File: config.mk
export PLATFORM = sky130hd
export DESIGN_NAME = nth_weekday_of_month
export DESIGN_NICKNAME = d
export VERILOG_FILES = /design/src/design/nwom_pkg.sv /design/src/design/nth_weekday_of_month.sv
export SDC_FILE = /design/constraint.sdc
export NUM_CORES = 1
export LEC_CHECK = 0
export BUFFER_PORTS_ARGS = -buffer_cell sky130_fd_sc_hd__clkbuf_2
export CORE_ASPECT_RATIO = 0.8
export CORE_MARGIN = 3
export CORE_UTILIZATION = 42
export CTS_CLUSTER_SIZE = 12
export DETAILED_ROUTE_END_ITERATION = 10
export PLACE_DENSITY = 0.71
export SYNTH_ARGS = -nofsm -noshare
export SYNTH_HDL_FRONTEND = slang
export SYNTH_SLANG_ARGS = --single-unit
File: constraint.sdc
create_clock -name clk -period 7.28 [get_ports clk]
set_input_delay 1.82 -clock clk [delete_from_list [all_inputs] [get_ports clk]]
set_output_delay 1.82 -clock clk [all_outputs]
set_load 0.03 [all_outputs]
File: src/design/nwom_pkg.sv
`default_nettype none

package nwom_pkg;

  localparam int YEAR_W  = 14;
  localparam int MONTH_W = 4;
  localparam int MODE_W  = 3;
  localparam int WDAY_W  = 3;
  localparam int DAY_W   = 5;

  localparam int IN_DATA_W  = 24;
  localparam int OUT_DATA_W = 8;

  // Day count accumulator and the products of the divide-by-100 step.
  localparam int ACC_W  = 15;
  localparam int PROD_W = 27;
  localparam int Q100_W = 7;

  localparam logic [YEAR_W-1:0] YEAR_MAX = YEAR_W'(9999);

  // floor(z / 100) == (z * DIV100_MUL) >> DIV100_SHIFT for every 14-bit z.
  localparam logic [12:0] DIV100_MUL   = 13'd5243;
  localparam int          DIV100_SHIFT = 19;

  localparam logic [MONTH_W-1:0] MONTH_JAN = 4'd1;
  localparam logic [MONTH_W-1:0] MONTH_FEB = 4'd2;
  localparam logic [MONTH_W-1:0] MONTH_MAR = 4'd3;
  localparam logic [MONTH_W-1:0] MONTH_DEC = 4'd12;

  localparam logic [MODE_W-1:0] MODE_FIFTH  = 3'd4;
  localparam logic [MODE_W-1:0] MODE_LAST   = 3'd5;
  localparam logic [MODE_W-1:0] MODE_TEENTH = 3'd6;

  localparam logic [WDAY_W-1:0] WDAY_SAT = 3'd6;

  // floor(23 * m / 9) for months 1 to 12.
  function automatic logic [4:0] month_term(input logic [MONTH_W-1:0] m);
    logic [4:0] r;
    case (m)
      4'd1:    r = 5'd2;
      4'd2:    r = 5'd5;
      4'd3:    r = 5'd7;
      4'd4:    r = 5'd10;
      4'd5:    r = 5'd12;
      4'd6:    r = 5'd15;
      4'd7:    r = 5'd17;
      4'd8:    r = 5'd20;
      4'd9:    r = 5'd23;
      4'd10:   r = 5'd25;
      4'd11:   r = 5'd28;
      4'd12:   r = 5'd30;
      default: r = 5'd0;
    endcase
    return r;
  endfunction

  function automatic logic [DAY_W-1:0] month_days(input logic [MONTH_W-1:0] m,
                                                  input logic leap);
    logic [DAY_W-1:0] r;
    case (m)
      MONTH_FEB:                  r = leap ? 5'd29 : 5'd28;
      4'd4, 4'd6, 4'd9, 4'd11:    r = 5'd30;
      default:                    r = 5'd31;
    endcase
    return r;
  endfunction

  // Since 8 is 1 modulo 7, the octal digits sum to the same residue.
  function automatic logic [2:0] mod7(input logic [ACC_W-1:0] x);
    logic [5:0] s;
    logic [3:0] s2;
    logic [3:0] r;
    s  = 6'(x[2:0]) + 6'(x[5:3]) + 6'(x[8:6]) + 6'(x[11:9]) + 6'(x[14:12]);
    s2 = 4'(s[5:3]) + 4'(s[2:0]);
    r  = (s2 >= 4'd7) ? s2 - 4'd7 : s2;
    return r[2:0];
  endfunction

endpackage

`default_nettype wire

File: src/design/nth_weekday_of_month.sv
// One item per cycle while the output is not stalled; four register stages with
// valid bits, each stage advancing whenever the next one is empty or moving.
// A stalled output holds each full stage behind it, up to the first empty one.
// Reset (rst, synchronous) clears all valid bits; data registers are not reset.
`default_nettype none

module nth_weekday_of_month
  import nwom_pkg::*;
(
  input  wire logic                  clk,
  input  wire logic                  rst,
  input  wire logic                  s_tvalid,
  output logic                       s_tready,
  // year [13:0], month [17:14], mode [20:18], weekday [23:21]
  input  wire logic [IN_DATA_W-1:0]  s_tdata,
  output logic                       m_tvalid,
  input  wire logic                  m_tready,
  // meet_day [4:0], zero fill above
  output logic [OUT_DATA_W-1:0]      m_tdata
);

  logic [YEAR_W-1:0]  in_year;
  logic [MONTH_W-1:0] in_month;
  logic [MODE_W-1:0]  in_mode;
  logic [WDAY_W-1:0]  in_wday;

  assign in_year  = s_tdata[13:0];
  assign in_month = s_tdata[17:14];
  assign in_mode  = s_tdata[20:18];
  assign in_wday  = s_tdata[23:21];

  // Stage advance enables, from the output back to the input.
  logic en1, en2, en3, en4;
  logic v1, v2, v3;

  assign en4      = !m_tvalid || m_tready;
  assign en3      = !v3 || en4;
  assign en2      = !v2 || en3;
  assign en1      = !v1 || en2;
  assign s_tready = en1;

  // Stage 1: validity, year shift for January and February, divide-by-100 product.
  logic               in_ok;
  logic               early;
  logic [YEAR_W-1:0]  in_z;
  logic [ACC_W-1:0]   in_base;

  assign in_ok = (in_year != '0) && (in_year <= YEAR_MAX) &&
                 (in_month >= MONTH_JAN) && (in_month <= MONTH_DEC) &&
                 (in_wday <= WDAY_SAT) && (in_mode <= MODE_TEENTH);
  assign early = in_month < MONTH_MAR;
  assign in_z  = early ? in_year - YEAR_W'(1) : in_year;
  assign in_base = early ?
      ACC_W'(in_year) + ACC_W'(month_term(in_month)) + ACC_W'(5) :
      ACC_W'(in_year) + ACC_W'(month_term(in_month)) + ACC_W'(3);

  logic               ok1;
  logic [MONTH_W-1:0] month1;
  logic [MODE_W-1:0]  mode1;
  logic [WDAY_W-1:0]  wday1;
  logic [YEAR_W-1:0]  z1;
  logic [ACC_W-1:0]   base1;
  logic [PROD_W-1:0]  prod1;

  always_ff @(posedge clk) begin
    if (rst) begin
      v1 <= 1'b0;
    end else if (en1) begin
      v1 <= s_tvalid;
    end
    if (en1) begin
      ok1    <= in_ok;
      month1 <= in_month;
      mode1  <= in_mode;
      wday1  <= in_wday;
      z1     <= in_z;
      base1  <= in_base;
      prod1  <= PROD_W'(in_z) * PROD_W'(DIV100_MUL);
    end
  end

  // Stage 2: century corrections, leap year and month length.
  logic [Q100_W-1:0] q100;
  logic [YEAR_W-1:0] r100;
  logic              leap;
  logic [ACC_W-1:0]  acc_s2;

  assign q100 = prod1[DIV100_SHIFT +: Q100_W];
  assign r100 = z1 - YEAR_W'(q100) * YEAR_W'(100);
  // Leap rule is needed only in February, where z is the year minus one.
  assign leap = (z1[1:0] == 2'd3) &&
                ((r100 != YEAR_W'(99)) || (q100[1:0] == 2'd3));
  assign acc_s2 = base1 + ACC_W'(z1 >> 2) + ACC_W'(q100 >> 2) - ACC_W'(q100);

  logic               ok2;
  logic [MODE_W-1:0]  mode2;
  logic [WDAY_W-1:0]  wday2;
  logic [DAY_W-1:0]   dim2;
  logic [ACC_W-1:0]   acc2;

  always_ff @(posedge clk) begin
    if (rst) begin
      v2 <= 1'b0;
    end else if (en2) begin
      v2 <= v1;
    end
    if (en2) begin
      ok2   <= ok1;
      mode2 <= mode1;
      wday2 <= wday1;
      dim2  <= month_days(month1, leap);
      acc2  <= acc_s2;
    end
  end

  // Stage 3: weekday of the first of the month.
  logic               ok3;
  logic [MODE_W-1:0]  mode3;
  logic [WDAY_W-1:0]  wday3;
  logic [DAY_W-1:0]   dim3;
  logic [2:0]         first3;

  always_ff @(posedge clk) begin
    if (rst) begin
      v3 <= 1'b0;
    end else if (en3) begin
      v3 <= v2;
    end
    if (en3) begin
      ok3    <= ok2;
      mode3  <= mode2;
      wday3  <= wday2;
      dim3   <= dim2;
      first3 <= mod7(acc2);
    end
  end

  // Stage 4: pick the requested occurrence.
  logic [3:0]       diff;
  logic [3:0]       off;
  logic [5:0]       d1;
  logic [5:0]       cand;
  logic [DAY_W-1:0] day;

  assign diff = 4'(wday3) - 4'(first3);
  assign off  = diff[3] ? diff + 4'd7 : diff;
  assign d1   = 6'(off) + 6'd1;

  always_comb begin
    cand = d1;
    day  = '0;
    if (ok3) begin
      if (mode3 inside {[3'd0:MODE_FIFTH]}) begin
        cand = d1 + 6'(mode3) * 6'd7;
        day  = (cand <= 6'(dim3)) ? cand[DAY_W-1:0] : '0;
      end else if (mode3 == MODE_LAST) begin
        cand = d1 + 6'd28;
        day  = (cand <= 6'(dim3)) ? cand[DAY_W-1:0] : DAY_W'(d1 + 6'd21);
      end else begin
        // The teenth week starts on the 13th.
        cand = (d1 >= 6'd6) ? d1 + 6'd7 : d1 + 6'd14;
        day  = cand[DAY_W-1:0];
      end
    end
  end

  always_ff @(posedge clk) begin
    if (rst) begin
      m_tvalid <= 1'b0;
    end else if (en4) begin
      m_tvalid <= v3;
    end
    if (en4) begin
      m_tdata <= OUT_DATA_W'(day);
    end
  end

endmodule

`default_nettype wire

==> results of run 1 <==
## layer usage
layer / global-route usage / up-vias / share of wire
met5: 0 / - / 0
met4: 0.0420 / 0 / 0.016
met3: 0.0220 / 27 / 0.036
met2: 0.293 / 133 / 0.48
met1: 0.228 / 3751 / 0.47
li1: - / 3938 / -
## sequential cells by signal, indices dropped and copies added, names as in the netlist, 3 cells and up
name     cells
m_tdata      5
prod1        7
wday1        3
wday2        3
first3       3
month1       4
wday3        3
mode3        3
acc2        15
base1       15
mode1        3
mode2        3
z1          14
## logic make-up after synthesis
logic type / count (synthesis)
xor gates and xnor gates: 74
DFF: 92
buffers and inverters: 275
adders and majority gates: 311
other: 1
and+or+nand+nor: 201
muxes: 5
AOI/OAI and AO/OA: 155
## worst max-delay path: stages
cell and delay, ps:
clkbuf_2 110, ha_4 170, nor3_4 230, nand4_1 250, nor4_4 380, xnor2_2 150
buf_4 170, nor2b_2 120, xor2_1 220, inv_1 90, fa_2 530, inv_1 50
fa_1 470, ha_1 290, inv_1 50, fa_1 540, inv_1 40, ha_1 290
nand4_1 160, nor2_2 70, a221oi_4 330, o211ai_1 190, a31o_2 270, a21oi_2 140
xnor2_1 70
## path summary, 6_finish.rpt
kind,cells past startpoint,slack (ps),to,start
setup reg to reg,23,1430,m_tdata[1],wday3[0]
setup / recovery,25,190,prod1[25],s_tdata[14]
hold / removal,0,420,ok3,ok2
hold reg to reg,0,420,ok3,ok2
## cells in the mapped netlist, drive strengths merged, types with 5 or more instances
cell type / instances / area, um2
edfxtp: 88 / 2640
o21bai: 5 / 37.5
nor2b: 14 / 87.6
ha: 222 / 2780
o21a: 7 / 52.6
and2: 7 / 43.8
nor2: 54 / 203
buf: 7 / 43.8
a21oi: 45 / 225
xnor2: 49 / 437
fa: 89 / 1780
a31oi: 11 / 68.8
clkbuf: 8 / 33.8
o31ai: 5 / 37.5
or3: 6 / 37.5
inv: 259 / 972
nand2b: 10 / 65.1
nand3b: 5 / 37.5
and3: 5 / 31.3
xor2: 25 / 219
nor3: 20 / 100
a21o: 9 / 67.6
nor4: 7 / 56.3
nand3: 15 / 75.1
o21ai: 33 / 165
o211ai: 7 / 52.6
nand2: 39 / 146
## final cells by class
| cell class | instances | area (um2) |
|---|---|---|
| well taps | 351 | 439 |
| flip-flops and latches | 92 | 2720 |
| clock buffers | 9 | 225 |
| repair buffers | 113 | 767 |
| clock inverters | 7 | 76.3 |
| fillers | 2335 | 12800 |
| inverters | 260 | 976 |
| multi-input cells | 749 | 7630 |
## per-stage QoR
| step | setup TNS [ps] | utilization | cells | hold slack (ps) |
|---|---|---|---|---|
| 2_1_floorplan | 0 | - | 1116 | 400 |
| 3_3_place_gp | -956 | 0.479 | 1558 | 402 |
| 3_5_place_dp | -1600 | 0.479 | 1558 | 405 |
| 4_1_cts | 0 | 0.491 | 1574 | 421 |
| 5_1_grt | -135 | 0.501 | 1581 | 424 |
| 6_report | 0 | 0.501 | 1581 | 418 |
## layout by cell type (no fill, tap or decap), drive strengths merged, types with 3 or more instances in the layout
| cell type | Yosys | layout |
|---|---|---|
| inv | 259 | 263 |
| ha | 222 | 222 |
| fa | 89 | 89 |
| edfxtp | 88 | 88 |
| buf | 7 | 79 |
| nor2 | 54 | 54 |
| xnor2 | 49 | 49 |
| a21oi | 45 | 45 |
| clkbuf | 8 | 43 |
| nand2 | 39 | 39 |
| o21ai | 33 | 33 |
| xor2 | 25 | 25 |
| nor3 | 20 | 20 |
| nand3 | 15 | 15 |
| nor2b | 14 | 14 |
| a31oi | 11 | 11 |
| nand2b | 10 | 10 |
| a21o | 9 | 9 |
| o211ai | 7 | 7 |
| o21a | 7 | 7 |
| and2 | 7 | 7 |
| nor4 | 7 | 7 |
| or3 | 6 | 6 |
| and3 | 5 | 5 |
| o21bai | 5 | 5 |
| nand3b | 5 | 5 |
| o31ai | 5 | 5 |
| nand4 | 4 | 4 |
| mux2i | 4 | 4 |
| a211oi | 4 | 4 |
| dfxtp | 4 | 4 |
| nor3b | 4 | 4 |
| o2111ai | 4 | 4 |
| clkinv | 1 | 4 |
| a31o | 3 | 3 |
| conb | 1 | 3 |
| or2 | 3 | 3 |
| o311ai | 3 | 3 |
## timing repair
item / CTS / global route
endpoints found under the hold margin: 0 / 0
gates resized for setup: 1 / 39
pin swaps: 0 / 37
endpoints found under the setup margin: 1 / 7
buffers inserted: 0 / 7
==> flow_summary.yaml, run 1 <==
yosys:
  synth_top_family_by_area: "adder cells"
  synthAdderAreaFrac: 0.411
  synth_mux_area_frac: 0.00462
  yosys_warnings: 0
  synth_xor_area_frac: 0.0591
  synth_cells: 1114
  syn-mean-instance-area_um2: 9.96
  synth_flop_cell: "edfxtp_1"
  synthSimpleGateAreaFrac: 0.0927
  synth_edf_count: 88
  ys_ff_latch: 92
  synth_compound_area_frac: 0.0920
  synth.distinct_cells: 70
  syn_area_mm2: 0.0111
  ys_seq_area_frac: 0.245
  synthArstFlopShare: 0
drt:
  ant_nets: 0
  first_iter_violations: 502
  wl_mm: 23.2
  vias: 7849
  drc_errors: 0
  first_pass_iters: 5
  wl_per_cell_um: 14.7
  routed_via_density: 4.96
cts:
  tritoncts: "yes"
  cts_root_buf: "clkbuf_16"
  clk_pin_slew_ps: 70
  ctsHoldBuffers: 0
  h-tree-depth: 3
  cts_sinks: 92
  cts.path.max_buffers: 2
  cts_buffers: 9
  insertion_delay_ps: 360
floorplanning:
  fp.dieW_um: 188
  io_pins: 38
  die_h_um: 151
  initial_utilization: 0.433
  die_area_mm2: 0.0284
  num_rows: 52
  core_mm2: 0.0256
timing:
  tightest_slew_ps: 905
  min_period_over_period: 0.975
  drv_slew: 0
  fmax_mhz: 141
  max_slew_margin: 0.396
  hold_viol: 0
  finalClockSkew_ps: 10.5
  finalSetupViolations: 0
  setup_slack_ps: 186
  period_needed_ps: 7090
finish:
  syn_to_final_growth_pct: 15.7
  diodes: 0
  stdcell_area_mm2: 0.0128
  final_nets: 1564
  drive_gt1_frac: 0.153
global_routing:
  grt.total_usage: 0.170
  grt_max_degree: 48
  grt_overflow: 0
  grt_antenna_before_repair: 0
  first_global_vias: 7905
  grt_pass1_wl_mm: 38.6
worst_setup_path:
  critPathCaptureType: "flip-flop"
  cp_data_arrival_time_ps: 7210
  cp-start-kind: "input pin"
  crit_fanout: 4
  crit_type: "input pin to flip-flop"
  required_ps: 7390
run_status:
  status: "finished, final reports clean"
place:
  dp_slack_ps: -384
  dp_hpwl_mm: 20.1
  port_buffers: 34
  gp_congestion: 0.872
  placed_cell_area_mm2: 0.0123
job:
  maxCapViolations: 0
hold_path:
  hold_path_class: "flip-flop to flip-flop"
Power of run 1 is left out: the tool's default activity adds up to more than one toggle a clock period on the data nets, which glitch-free logic cannot reach.
==> run 2, diff against run 1 <==
- CELL_PAD_IN_SITES_DETAIL_PLACEMENT: unset -> 0
- CELL_PAD_IN_SITES_GLOBAL_PLACEMENT: unset -> 1
- PLACE_DENSITY: 0.71 -> 0.83
==> run 2 against run 1 <==
Net effect: register-to-register slack better by 90 ps; global-route usage is essentially flat; critical path depth decreased by 1; wire length increased by 0.37%; die area unchanged; via count fell by 0.90%; non-clock buffer count up 15; setup slack worse by 57 ps; hold slack worse by 2.2 ps; critical path type unchanged; critical endpoint is now prod1[24]; largest cell class unchanged; highest routed layer unchanged.
==> flow_summary.yaml, run 2 (synthesis gave the netlist of run 1 again) <==
finish:
  final_common_cell: "inv_1"
  fin_util: 0.509
  regArea_mm2: 0.00272
  mostFrequentLayoutCells: "245 x inv_1, 208 x ha_1, 93 x buf_4"
  largestRegisters: "acc2: 15 flops, base1: 15 flops, z1: 14 flops"
  nFillCells: 2312
  final_nets: 1579
  syn_to_final_growth_pct: 17.7
  multi_input_area_mm2: 0.00770
  drive_gt1_frac: 0.174
drt:
  first_pass_iters: 5
  first_iter_violations: 324
  wl_per_cell_um: 14.6
  vias: 7778
  wl_mm: 23.3
  routed_via_density: 4.87
  ant_nets: 0
  drc_errors: 0
timing:
  drv_slew: 0
  whs_ps: 415
  period_needed_ps: 7150
  fmax_mhz: 140
  min_period_over_period: 0.982
  tightest_slew_ps: 944
  finalSetupViolations: 0
  finalClockSkew_ps: 3.58
  hold_viol: 0
  final.setup.tns_ps: 0
  max_slew_margin: 0.370
floorplanning:
  io_pins: 38
  initial_utilization: 0.433
  num_rows: 52
  die_h_um: 151
  fp.dieW_um: 188
  die_area_mm2: 0.0284
  core_mm2: 0.0256
place:
  port_buffers: 34
  gp_congestion: 0.860
  dp_hpwl_mm: 20.0
hold_path:
  hold_path_class: "flip-flop to flip-flop"
cts:
  insertion_delay_ps: 340
  cts.path.max_buffers: 2
  cts_sinks: 92
  ctsHoldBuffers: 0
  cts_buffers: 9
  clk_pin_slew_ps: 70
  h-tree-depth: 3
  cts_root_buf: "clkbuf_16"
  tritoncts: "yes"
global_routing:
  grt.total_usage: 0.170
  grt_overflow: 0
  grt_max_degree: 48
  grt_antenna_before_repair: 1
  grt_pass1_wl_mm: 38.7
  first_global_vias: 7868
worst_setup_path:
  max_stage_delay_ps: 550
  path_buf_inv: 6
  required_ps: 7380
  cpLargestDelayFamily: "adder cells"
  critPathCaptureType: "flip-flop"
  crit_top_cell: "inv_1"
  crit_path_top_delay_cell: "fa_1"
  cp_data_arrival_time_ps: 7250
  cp-start-kind: "input pin"
  crit_type: "input pin to flip-flop"
  crit_fanout: 4
  crit_chain: "clkbuf_2 -> ha_4 -> nor3_4 -> nand4_1 -> nor4_4 -> xnor2_2 -> nor2b_1 -> xor2_1 -> inv_1 -> fa_1 -> inv_1 -> fa_1 -> ha_1 -> inv_1 -> fa_1 -> inv_1 -> ha_1 -> nand4_1 -> nor2_2 -> a221oi_4 -> o211ai_1 -> a31o_2 -> buf_4 -> xor2_1"
job:
  maxCapViolations: 0
run_status:
  status: "finished, final reports clean"
==> run 2: worst paths after layout <==
kind               start    endpoint  slack [ps]  cells past startpoint
max          s_tdata[15]   prod1[24]         130                     24
min             wday1[0]    wday2[0]         420                      0
max reg2reg     wday3[0]  m_tdata[1]        1520                     23
min reg2reg     wday1[0]    wday2[0]         420                      0
==> run 2: metrics by stage <==
stage               worst slack, ps  cells  area (um2)
floorplan                      6.42   1116       11200
global placement               -268   1570       12400
detailed placement             -405   1570       12400
CTS                            25.1   1586       12700
global route                  -89.9   1597       13100
finish                          128   1597       13100
==> run 2: per-layer routing <==
layer | global-route usage | wire, um
met1 | 0.231 | 11000
met2 | 0.284 | 10900
met3 | 0.0190 | 640
met4 | 0.0577 | 667
met5 | 0 | 0
==> run 2: layout make-up <==
class | count | area share
sequential | 92 | 0.209
timing repair buffer | 128 | 0.0674
multi-input combinational | 749 | 0.590
clock buffer | 10 | 0.0183
inverter | 260 | 0.0748
clock inverter | 6 | 0.00719
antenna | 1 | 0.000192
tap | 351 | 0.0336
==> run 2: repair_timing <==
action | in CTS | in global routing
endpoints found under the setup margin | 3 | 7
setup buffers | 0 | 13
pin swaps | 0 | 46
gates resized for setup | 1 | 55
Power of run 2 is left out for the same reason.
